[config.mk]
export PLATFORM = sky130hd
export DESIGN_NAME = interval_timer_counters_top_flat
export DESIGN_NICKNAME = d
export VERILOG_FILES = /design/src/sv/itc_pkg.sv /design/src/sv/itc_ifs.sv /design/src/sv/itc_counter.sv /design/src/sv/interval_timer_counters_top.sv /design/src/flat_wrapper.sv
export SDC_FILE = /design/constraint.sdc
export NUM_CORES = 1
export LEC_CHECK = 0
export BUFFER_PORTS_ARGS = -buffer_cell sky130_fd_sc_hd__buf_4
export CORE_MARGIN = 5
export CORE_UTILIZATION = 25
export CTS_BUF_LIST = sky130_fd_sc_hd__clkbuf_4
export DETAILED_ROUTE_END_ITERATION = 8
export SYNTH_ARGS = -nofsm -noshare
export SYNTH_HDL_FRONTEND = slang
export SYNTH_HIERARCHICAL = 1
export SYNTH_SLANG_ARGS = --single-unit
[constraint.sdc]
create_clock -name clk -period 3.1 [get_ports clk]
set_input_delay 0.62 -clock clk [delete_from_list [all_inputs] [get_ports clk]]
set_output_delay 0.62 -clock clk [all_outputs]
set_load 0.02 [all_outputs]
[src/sv/itc_pkg.sv]
// Shared types, codes and helpers for the interval timer counters block.
package itc_pkg;

    localparam int ITC_MAX_COUNTERS = 3;
    localparam int ITC_NUM_COUNTERS = 3;

    typedef enum logic [1:0] {
        OP_WRITE = 2'd0,
        OP_READ  = 2'd1,
        OP_TICK  = 2'd2,
        OP_NOP   = 2'd3
    } itc_op_t;

    localparam logic [1:0] ADDR_CONTROL = 2'd3;

    typedef enum logic [1:0] {
        ACC_LATCH = 2'd0,
        ACC_LOW   = 2'd1,
        ACC_HIGH  = 2'd2,
        ACC_BOTH  = 2'd3
    } itc_access_t;

    typedef enum logic [2:0] {
        MODE_TC_INT      = 3'd0,
        MODE_GATED_PULSE = 3'd1,
        MODE_RATE        = 3'd2,
        MODE_SQUARE      = 3'd3,
        MODE_SW_STROBE   = 3'd4,
        MODE_HW_STROBE   = 3'd5
    } itc_mode_t;

    typedef struct packed {
        itc_op_t    opcode;
        logic [1:0] address;
        logic [7:0] write_data;
    } itc_in_t;

    typedef struct packed {
        logic [7:0] read_data;
        logic [2:0] out_levels;
    } itc_out_t;

    // Per-counter strobes for one accepted word
    typedef struct packed {
        logic       tick;
        logic       ctrl_wr;
        logic       data_wr;
        logic       data_rd;
        logic [7:0] data;
    } itc_ctl_t;

    // Modes 6 and 7 alias onto 2 and 3
    function automatic itc_mode_t fold_mode(logic [2:0] raw);
        logic [2:0] m;
        m = (raw[2] && raw[1]) ? {1'b0, raw[1:0]} : raw;
        return itc_mode_t'(m);
    endfunction

    function automatic logic [15:0] low_phase_load(logic [15:0] n);
        return (n == 16'd1) ? 16'd2 : {n[15:1], 1'b0};
    endfunction

endpackage

[src/sv/itc_ifs.sv]
// Valid/ready channel interfaces for the command and response words.
interface itc_cmd_if
    import itc_pkg::*;
();
    logic    valid;
    logic    ready;
    itc_in_t payload;

    modport source(output valid, output payload, input ready);
    modport sink(input valid, input payload, output ready);
endinterface

interface itc_rsp_if
    import itc_pkg::*;
();
    logic     valid;
    logic     ready;
    itc_out_t payload;

    modport source(output valid, output payload, input ready);
    modport sink(input valid, input payload, output ready);
endinterface

[src/sv/itc_counter.sv]
// One 16-bit down counter with its mode, byte sequencing and count latch.
module itc_counter
    import itc_pkg::*;
(
    input  logic       clk,
    input  logic       rst_n,
    input  itc_ctl_t   ctl,
    output logic [7:0] rd_byte,
    output logic       level,
    output logic       level_next
);

    logic [15:0] count_reg, count_next;
    logic [15:0] reload_reg, reload_next;
    itc_mode_t   mode_reg, mode_next;
    itc_access_t access_reg, access_next;
    logic        armed_reg, armed_next;
    logic        pending_reg, pending_next;
    logic        out_reg, out_next;
    logic        wr_high_reg, wr_high_next;
    logic        rd_high_reg, rd_high_next;
    logic [15:0] latched_reg, latched_next;
    logic        latch_valid_reg, latch_valid_next;
    logic [7:0]  low_hold_reg, low_hold_next;

    logic        written;
    logic [15:0] src;
    logic [15:0] dec;
    itc_access_t cw_access;
    itc_mode_t   cw_mode;

    always_comb
    begin
        count_next       = count_reg;
        reload_next      = reload_reg;
        mode_next        = mode_reg;
        access_next      = access_reg;
        armed_next       = armed_reg;
        pending_next     = pending_reg;
        out_next         = out_reg;
        wr_high_next     = wr_high_reg;
        rd_high_next     = rd_high_reg;
        latched_next     = latched_reg;
        latch_valid_next = latch_valid_reg;
        low_hold_next    = low_hold_reg;
        rd_byte          = '0;
        written          = 1'b0;
        src              = latch_valid_reg ? latched_reg : count_reg;
        dec              = count_reg - 16'd1;
        cw_access        = itc_access_t'(ctl.data[5:4]);
        cw_mode          = fold_mode(ctl.data[3:1]);

        if (ctl.ctrl_wr)
        begin
            if (cw_access == ACC_LATCH)
            begin
                if (!latch_valid_reg)
                begin
                    latched_next     = count_reg;
                    latch_valid_next = 1'b1;
                end
            end
            else
            begin
                mode_next        = cw_mode;
                access_next      = cw_access;
                armed_next       = 1'b0;
                pending_next     = 1'b0;
                wr_high_next     = 1'b0;
                rd_high_next     = 1'b0;
                latch_valid_next = 1'b0;
                out_next         = (cw_mode != MODE_TC_INT);
            end
        end
        else if (ctl.data_wr)
        begin
            unique case (access_reg)
                ACC_LOW:
                begin
                    reload_next = {8'h00, ctl.data};
                    written     = 1'b1;
                end
                ACC_HIGH:
                begin
                    reload_next = {ctl.data, 8'h00};
                    written     = 1'b1;
                end
                default:
                begin
                    if (!wr_high_reg)
                    begin
                        low_hold_next = ctl.data;
                        wr_high_next  = 1'b1;
                        // first byte of a mode 0 rewrite stops counting
                        if (mode_reg == MODE_TC_INT)
                            armed_next = 1'b0;
                    end
                    else
                    begin
                        reload_next  = {ctl.data, low_hold_reg};
                        wr_high_next = 1'b0;
                        written      = 1'b1;
                    end
                end
            endcase
            if (written)
            begin
                unique case (mode_reg)
                    MODE_TC_INT:
                    begin
                        out_next     = 1'b0;
                        pending_next = 1'b1;
                    end
                    MODE_RATE, MODE_SQUARE:
                    begin
                        if (!armed_reg)
                            pending_next = 1'b1;
                    end
                    MODE_SW_STROBE:
                    begin
                        out_next     = 1'b1;
                        pending_next = 1'b1;
                    end
                    default:
                    begin
                    end
                endcase
            end
        end
        else if (ctl.data_rd)
        begin
            unique case (access_reg)
                ACC_LOW:
                begin
                    rd_byte          = src[7:0];
                    latch_valid_next = 1'b0;
                end
                ACC_HIGH:
                begin
                    rd_byte          = src[15:8];
                    latch_valid_next = 1'b0;
                end
                default:
                begin
                    if (!rd_high_reg)
                    begin
                        rd_byte      = src[7:0];
                        rd_high_next = 1'b1;
                    end
                    else
                    begin
                        rd_byte          = src[15:8];
                        rd_high_next     = 1'b0;
                        latch_valid_next = 1'b0;
                    end
                end
            endcase
        end
        else if (ctl.tick)
        begin
            // a pending load takes the tick instead of a decrement
            if (pending_reg)
            begin
                pending_next = 1'b0;
                armed_next   = 1'b1;
                count_next   = reload_reg;
                if (mode_reg == MODE_SQUARE)
                    out_next = 1'b1;
            end
            else if (armed_reg)
            begin
                unique case (mode_reg)
                    MODE_TC_INT:
                    begin
                        count_next = dec;
                        if (dec == 16'd0)
                            out_next = 1'b1;
                    end
                    MODE_RATE:
                    begin
                        if (count_reg == 16'd1)
                        begin
                            count_next = reload_reg;
                            out_next   = 1'b1;
                        end
                        else
                        begin
                            count_next = dec;
                            out_next   = (dec != 16'd1);
                        end
                    end
                    MODE_SQUARE:
                    begin
                        if (count_reg == 16'd1 || count_reg == 16'd2)
                        begin
                            out_next   = ~out_reg;
                            count_next = out_reg ? low_phase_load(reload_reg) : reload_reg;
                        end
                        else
                            count_next = count_reg - 16'd2;
                    end
                    MODE_SW_STROBE:
                    begin
                        if (!out_reg)
                        begin
                            out_next   = 1'b1;
                            armed_next = 1'b0;
                        end
                        else
                        begin
                            count_next = dec;
                            if (dec == 16'd0)
                                out_next = 1'b0;
                        end
                    end
                    default:
                    begin
                    end
                endcase
            end
        end
    end

    always_ff @(posedge clk or negedge rst_n)
    begin
        if (!rst_n)
        begin
            count_reg       <= '0;
            reload_reg      <= '0;
            mode_reg        <= MODE_TC_INT;
            access_reg      <= ACC_BOTH;
            armed_reg       <= 1'b0;
            pending_reg     <= 1'b0;
            out_reg         <= 1'b1;
            wr_high_reg     <= 1'b0;
            rd_high_reg     <= 1'b0;
            latched_reg     <= '0;
            latch_valid_reg <= 1'b0;
            low_hold_reg    <= '0;
        end
        else
        begin
            count_reg       <= count_next;
            reload_reg      <= reload_next;
            mode_reg        <= mode_next;
            access_reg      <= access_next;
            armed_reg       <= armed_next;
            pending_reg     <= pending_next;
            out_reg         <= out_next;
            wr_high_reg     <= wr_high_next;
            rd_high_reg     <= rd_high_next;
            latched_reg     <= latched_next;
            latch_valid_reg <= latch_valid_next;
            low_hold_reg    <= low_hold_next;
        end
    end

    assign level      = out_reg;
    assign level_next = out_next;

endmodule

[src/sv/interval_timer_counters_top.sv]
// Interval timer top: command decode, counter channels and response register.
// The response word for a command is registered and appears in the cycle after acceptance.
// Throughput: one command per cycle; the command side stalls only while a
// response waits and the sink holds ready low.
// Reset: asynchronous active-low; every counter returns to mode 0, both-byte
// access, stopped, output high; the response register empties.
module interval_timer_counters_top
    import itc_pkg::*;
#(
    parameter int NUM_COUNTERS = ITC_NUM_COUNTERS
)
(
    input  logic          clk,
    input  logic          rst_n,
    itc_cmd_if.sink       cmd,
    itc_rsp_if.source     rsp
);

    logic     accept;
    itc_out_t rsp_reg;
    logic     rsp_valid_reg;
    logic [ITC_MAX_COUNTERS-1:0] levels_cur;
    logic [ITC_MAX_COUNTERS-1:0] levels_next;
    logic [7:0] rd_bytes [NUM_COUNTERS];
    logic [7:0] rd_merged;

    assign cmd.ready = !rsp_valid_reg || rsp.ready;
    assign accept    = cmd.valid && cmd.ready;

    for (genvar i = 0; i < ITC_MAX_COUNTERS; i++)
    begin : g_chan
        if (i < NUM_COUNTERS)
        begin : g_on
            itc_ctl_t ctl;

            always_comb
            begin
                ctl.tick    = accept && (cmd.payload.opcode == OP_TICK);
                ctl.ctrl_wr = accept && (cmd.payload.opcode == OP_WRITE)
                              && (cmd.payload.address == ADDR_CONTROL)
                              && (cmd.payload.write_data[7:6] == 2'(i));
                ctl.data_wr = accept && (cmd.payload.opcode == OP_WRITE)
                              && (cmd.payload.address == 2'(i));
                ctl.data_rd = accept && (cmd.payload.opcode == OP_READ)
                              && (cmd.payload.address == 2'(i));
                ctl.data    = cmd.payload.write_data;
            end

            itc_counter u_counter (
                .clk        (clk),
                .rst_n      (rst_n),
                .ctl        (ctl),
                .rd_byte    (rd_bytes[i]),
                .level      (levels_cur[i]),
                .level_next (levels_next[i])
            );
        end
        else
        begin : g_off
            assign levels_cur[i]  = 1'b0;
            assign levels_next[i] = 1'b0;
        end
    end

    // at most one channel drives a nonzero byte
    always_comb
    begin
        rd_merged = '0;
        for (int k = 0; k < NUM_COUNTERS; k++)
            rd_merged = rd_merged | rd_bytes[k];
    end

    always_ff @(posedge clk or negedge rst_n)
    begin
        if (!rst_n)
            rsp_valid_reg <= 1'b0;
        else if (accept)
            rsp_valid_reg <= 1'b1;
        else if (rsp.ready)
            rsp_valid_reg <= 1'b0;
    end

    always_ff @(posedge clk)
    begin
        if (accept)
        begin
            rsp_reg.read_data  <= rd_merged;
            rsp_reg.out_levels <= levels_next;
        end
    end

    assign rsp.valid   = rsp_valid_reg;
    assign rsp.payload = rsp_reg;

`ifndef SYNTHESIS
    a_rsp_after_accept: assert property (@(posedge clk) disable iff (!rst_n)
        accept |=> rsp.valid)
        else $error("no response after accepted command");

    a_read_zero: assert property (@(posedge clk) disable iff (!rst_n)
        accept && (cmd.payload.opcode != OP_READ) |=> (rsp.payload.read_data == 8'h00))
        else $error("nonzero read byte for a non-read command");

    a_levels_hold: assert property (@(posedge clk) disable iff (!rst_n)
        !accept |=> $stable(levels_cur))
        else $error("output levels moved without a command");

    a_levels_match: assert property (@(posedge clk) disable iff (!rst_n)
        accept |=> (rsp.payload.out_levels == levels_cur))
        else $error("response levels differ from counter outputs");
`endif

endmodule
[src/flat_wrapper.sv]
// flat-port wrapper written by rule: the top's interface ports become plain ports
module interval_timer_counters_top_flat import itc_pkg::*;
#(
    parameter int NUM_COUNTERS = ITC_NUM_COUNTERS
)
  (clk, rst_n, cmd_valid, cmd_payload, cmd_ready, rsp_valid, rsp_payload, rsp_ready);
  itc_cmd_if cmd_i ();
  itc_rsp_if rsp_i ();
  input  logic clk;
  input  logic rst_n;
  input wire logic [$bits(cmd_i.valid)-1:0] cmd_valid;
  input wire logic [$bits(cmd_i.payload)-1:0] cmd_payload;
  output wire logic [$bits(cmd_i.ready)-1:0] cmd_ready;
  output wire logic [$bits(rsp_i.valid)-1:0] rsp_valid;
  output wire logic [$bits(rsp_i.payload)-1:0] rsp_payload;
  input wire logic [$bits(rsp_i.ready)-1:0] rsp_ready;
  assign cmd_i.valid = cmd_valid;
  assign cmd_i.payload = cmd_payload;
  assign cmd_ready = cmd_i.ready;
  assign rsp_valid = rsp_i.valid;
  assign rsp_payload = rsp_i.payload;
  assign rsp_i.ready = rsp_ready;
  interval_timer_counters_top #(.NUM_COUNTERS(NUM_COUNTERS)) u_core (.clk(clk), .rst_n(rst_n), .cmd(cmd_i), .rsp(rsp_i));
endmodule
After elaboration in Yosys (flattened, before gate mapping)
Cells that the tools add are included.
Word-level totals
  bits in registers: 213
  bits of input ports: 16
  output and inout port bits: 13
Operators by class
  $add $sub $neg: 6
  eq/ne operators: 67
  mux-type cells: 207
  bitwise gates (word level): 21
  reductions and logical operators: 92
Operators by type and width (number)
  16-bit 2-to-1 mux: 27
  16-bit case mux with 4 select lines: 3
  1-bit 2-to-1 mux: 149
  16-bit by 1-bit == test with 1-bit output, second input constant: 6
  8-bit 2-to-1 mux: 12
  16-bit case mux with 2 select lines: 3
  16-bit by 2-bit == test with 1-bit output, second input constant: 3
  16-bit logical NOT: 3
  16-bit by 1-bit != test with 1-bit output, second input constant: 3
  8-bit case mux with 2 select lines: 3
  16-bit by 1-bit subtractor with 16-bit output, second input constant: 3
  16-bit by 2-bit subtractor with 16-bit output, second input constant: 3
  3-bit by 2-bit != test with 1-bit output, second input constant: 12
  6-bit AND reduction: 6
  3-bit nonzero test: 10
  3-bit AND reduction: 9
  4-bit by 3-bit != test with 1-bit output, second input constant: 6
  4-bit AND reduction: 6
  7-bit AND reduction: 3
  2-bit nonzero test: 10
  1-bit NOT: 19
  3-bit by 2-bit == test with 1-bit output, second input constant: 6
  2-bit OR reduction: 9
  8-bit bitwise OR: 2
  17 further kinds: 77

Longest topological paths before layout
  depth after elaboration: 11
  gate-level depth with buffers: 11
  gate-level depth less buffers: 9

By module
Netlist, hierarchy kept.
Modules (own cells, without submodules)
  itc_counter (u_core.g_chan[0].g_on.u_counter): instances 1, cells an instance 528, area each 4574.4 um^2
  itc_counter (u_core.g_chan[1].g_on.u_counter): instances 1, cells an instance 520, area each 4563.1 um^2
  itc_counter (u_core.g_chan[2].g_on.u_counter): instances 1, cells an instance 505, area each 4349.2 um^2
  interval_timer_counters_top: instances 1, cells an instance 44, area each 623.1 um^2

Worst setup path after synthesis
No wires, ideal clock.
  kind: input to register
  start: in cmd_payload[10]
  end: reg u_core.g_chan[0].g_on.u_counter.latched_reg[14]
  arrival time: 2.729 ns
  slack: 0.246 ns
  stages: 8
  path through: nand2b_2 nor4b_2 clkbuf_1 inv_1 nor3_1 clkbuf_1 clkbuf_1 mux2_2
RTL lines
  start: declaration: line flat_wrapper.sv:12  | input wire logic [$bits(cmd_i.payload)-1:0] cmd_payload;
  end signal: assignment: line itc_counter.sv:252  | latched_reg <= latched_next;
  end: declaration: line itc_counter.sv:22  | logic [15:0] latched_reg, latched_next;

Final worst setup path
  start: reg u_core.g_chan[2].g_on.u_counter.count_reg[3]
  end: reg u_core.g_chan[2].g_on.u_counter.count_reg[14]
Between the ends
  longest elaborated chain between the ends: 6
  elaborated cells on any way between the ends: 11
  classes of those cells: add/sub (2); eq/ne (2); mux (6); reduce/logical (1)
Ends and longest elaborated chain
  start: declaration: line itc_counter.sv:13  | logic [15:0] count_reg, count_next;
  start signal: assignment: line itc_counter.sv:243  | count_reg <= count_next;
  parallel branches: the longest is 3 deep, another holds 16-bit by 1-bit subtractor with 16-bit output
  16-bit case mux with 4 select lines *: line itc_counter.sv:172  | unique case (mode_reg)
  16-bit 2-to-1 mux *: line itc_counter.sv:170  | else if (armed_reg)
  16-bit 2-to-1 mux *: line itc_counter.sv:162  | if (pending_reg)
Mark *: on every way between the ends. The select of a mux whose other input is x is not followed.
A chain may end at the register's enable or synchronous reset.

==> run metrics <==
status completed; r2r setup slk 250 ps; Synth Cell Area 0.0141 mm2; nets 1,713; combinational fraction of design power 38.9%; IO buf count 28; CP Capture Type flip-flop; die height 248 um; Post-Route WL 45,000 um; H-tree depth 3; crit-path max FO 7; Yosys reg bits 213; CP Launch Point u_core/g_chan[2].g_on.u_counter/count_reg[3]$_DFFE_PN0P_; maximum clock rate 351 MHz; # setup viols final 0; via count 13,100; initial DRC count 1,021; Final TNS setup 0 ps; sequential fraction of the synthesis area 38.2%; CTS sink count 213; latest clock arrival within the worst-skew pair 730 ps; total of max-cap violations 0; Via density 5.28; CP Launch Type flip-flop; Post-Synthesis Cells 1,597; crit-path cells buf_4 -> nor4_2 -> a41oi_1 -> nor2_1 -> o221ai_1 -> a22oi_1 -> o21ai_1 -> mux2_2; Initial Utilization 25.1%; most frequent cells in the layout 193 x dfrtp_1, 168 x nor2_1, 136 x nand2_1; Chip Width 248 um; unrepaired setup endpoints after global routing no; Hold Path Cell Cnt 3; reg2reg end u_core/g_chan[2].g_on.u_counter/count_reg[14]$_DFFE_PN0P_; count of cells resized by post-cts repair 0; register share of total power 34.4%; Post-synth EDFFs 11; kind of critical path reg -> reg; Worst EP required 3690 ps; RR Startpoint u_core/g_chan[2].g_on.u_counter/count_reg[3]$_DFFE_PN0P_; Worst Max-Slew Pin Slew 1010 ps; initial antenna violation count 4; CTS tree done; crit path max-delay cell type nor2_1; GPL Wtd Cong 0.928; Num CTS Buffers 66; final hold viol count 0; overall power 11,400 uW; Core ar. 0.0562 mm2; Most used DFF post-synth dfrtp_1; dpl hpwl 32,100 um; period utilization 92.0%; R2R depth 8; slowest cell delay on critical path 540 ps; WL per Instance 18.1 um; clock-pin slew on the worst setup and hold paths 60 ps; first-pass GRT wire length 71,300 um; P&R area growth vs syn 16.1%; Clock power frac 26.7%; Net Switching 4680 uW; ys async rst share 94.8%; IO Count 29; Data arrival, critical path 3440 ps; cell-internal power 6700 uW; most common cell after layout, fill and taps aside dfrtp_1; # DRC 0; Post-Syn Nets 1,637; die area 0.0613 mm2; max-slew violation count 0; Worst Hold Path EP u_core/g_chan[0].g_on.u_counter/mode_reg[2]$_DFFE_PN0P_; worst clock skew 48.9 ps; Post-Syn Area per Cell 8.84 um2; Leak 0.00702 uW; First-pass DRT Iterations 7; proportion of layout cells with a drive suffix above 1 22.1%; Power per Cell Area 694 mW/mm2; Sw Ratio 41.1%; CTS Root Cell clkbuf_4; grt ovf 0; worst vdd ir 0.333 mV; std cell rows 87; post-route ant nets 0; layout filler cell count 6,056; pin count of the biggest net entering global routing 70; number of global-route vias before repair 12,800; Syn. warnings 6; Distinct cells, synth 100; worst hold start cmd_payload[3]; Slew Limit Headroom 32.4%; CTS Buffer Depth 3; Period minus WS final 2850 ps; Total GRT Usage 14.4%; Hold/Removal Path Class in -> reg
==> critical path, delay by kind of cell (launching register included) <==
kind,cells,cell delay [ps]
flops,1,400
compound gates,4,890
simple gates,2,1010
buf+inv,1,180
mux,1,260
==> kinds of logic after synthesis <==
kind of cell	count (synthesis)	synth area share [%]
AOI/OAI and AO/OA	454	21.0
xor gates and xnor gates	27	1.68
adders and majority gates	24	2.13
buffers and inverters	168	5.13
DFF	213	38.2
muxes	116	8.94
and+or+nand+nor	595	22.8
==> cell type report <==
cell class / count / area (um2) / area share (%)
multi-input combinational: 1216 / 8000 / 48.8
sequential: 213 / 5400 / 32.9
tap: 756 / 946 / 5.77
timing repair buffer: 110 / 885 / 5.40
clock buffer: 107 / 803 / 4.90
inverter: 66 / 248 / 1.51
clock inverter: 12 / 104 / 0.634
antenna: 3 / 7.51 / 0.0458
==> layer usage <==
| metal | track usage (%) | up-vias | share of wire (%) |
|---|---|---|---|
| met2 | 21.8 | 550 | 44 |
| met4 | 6.48 | 0 | 3.9 |
| met5 | 0 | - | 0 |
| met1 | 19.8 | 6332 | 45 |
| met3 | 3.23 | 133 | 7.8 |
| li1 | - | 6098 | - |
==> synth_stat cells (13+ instances only) <==
library cell | instances | area [um2]
a211oi_1 | 27 | 203
a21oi_1 | 126 | 631
a221oi_1 | 37 | 324
a31oi_1 | 17 | 106
and3_1 | 27 | 169
buf_2 | 18 | 90.1
clkbuf_1 | 67 | 251
dfrtp_1 | 193 | 4830
ha_1 | 24 | 300
inv_1 | 64 | 240
mux2_2 | 79 | 890
mux2i_1 | 36 | 360
nand2_1 | 136 | 510
nand2b_1 | 21 | 131
nand3_1 | 38 | 190
nand4_1 | 17 | 106
nor2_1 | 168 | 631
nor2b_1 | 16 | 100
nor3_1 | 40 | 200
nor4_1 | 27 | 169
o21ai_0 | 91 | 455
o21ai_1 | 22 | 110
o22ai_1 | 17 | 106
or3_1 | 13 | 81.3
xnor2_1 | 16 | 140
==> through the flow <==
| stage | area (um2) | utilization, % | hold WS [ps] | setup WS (ps) | std cells |
|---|---|---|---|---|---|
| 2_1_floorplan | 14100 | - | 324 | 246 | 1597 |
| 3_3_place_gp | 15500 | 27.5 | 483 | 216 | 2360 |
| 3_5_place_dp | 15500 | 27.5 | 492 | 146 | 2360 |
| 4_1_cts | 16400 | 29.2 | 124 | 294 | 2480 |
| 5_1_grt | 16400 | 29.2 | 177 | 62.0 | 2481 |
| 6_report | 16400 | 29.2 | 209 | 248 | 2483 |
==> timing repair <==
| item | in CTS | in global routing |
|---|---|---|
| endpoints found under the hold margin | 59 | 0 |
| setup buffers | 0 | 0 |
| hold buffers | 1 | 0 |
==> worst max path at each step <==
| stage | to | slack [ps] | cells after the start |
|---|---|---|---|
| floorplan | u_core/g_chan[0].g_on.u_counter/latched_reg[14]$_DFFE_PN0P_ | 250 | 8 |
| global placement | u_core/g_chan[1].g_on.u_counter/count_reg[7]$_DFFE_PN0P_ | 220 | 12 |
| detailed placement | u_core/g_chan[0].g_on.u_counter/count_reg[10]$_DFFE_PN0P_ | 150 | 8 |
| CTS | u_core/rsp.payload[1]$_DFFE_PP_ | 290 | 11 |
| global route | u_core/g_chan[2].g_on.u_counter/count_reg[10]$_DFFE_PN0P_ | 60 | 9 |
| finish | u_core/g_chan[2].g_on.u_counter/count_reg[14]$_DFFE_PN0P_ | 250 | 8 |
==> power by group through the flow <==
stage | clock (uW) | combinational (uW) | sequential (uW)
after floorplan | 0 | 3360 | 3560
after global placement | 0 | 4290 | 3940
after detailed placement | 0 | 4340 | 3950
after CTS | 3170 | 4370 | 3900
after global routing | 3300 | 4890 | 3970
final | 3040 | 4430 | 3920
Note: power is estimated with default switching activity, not from simulation.
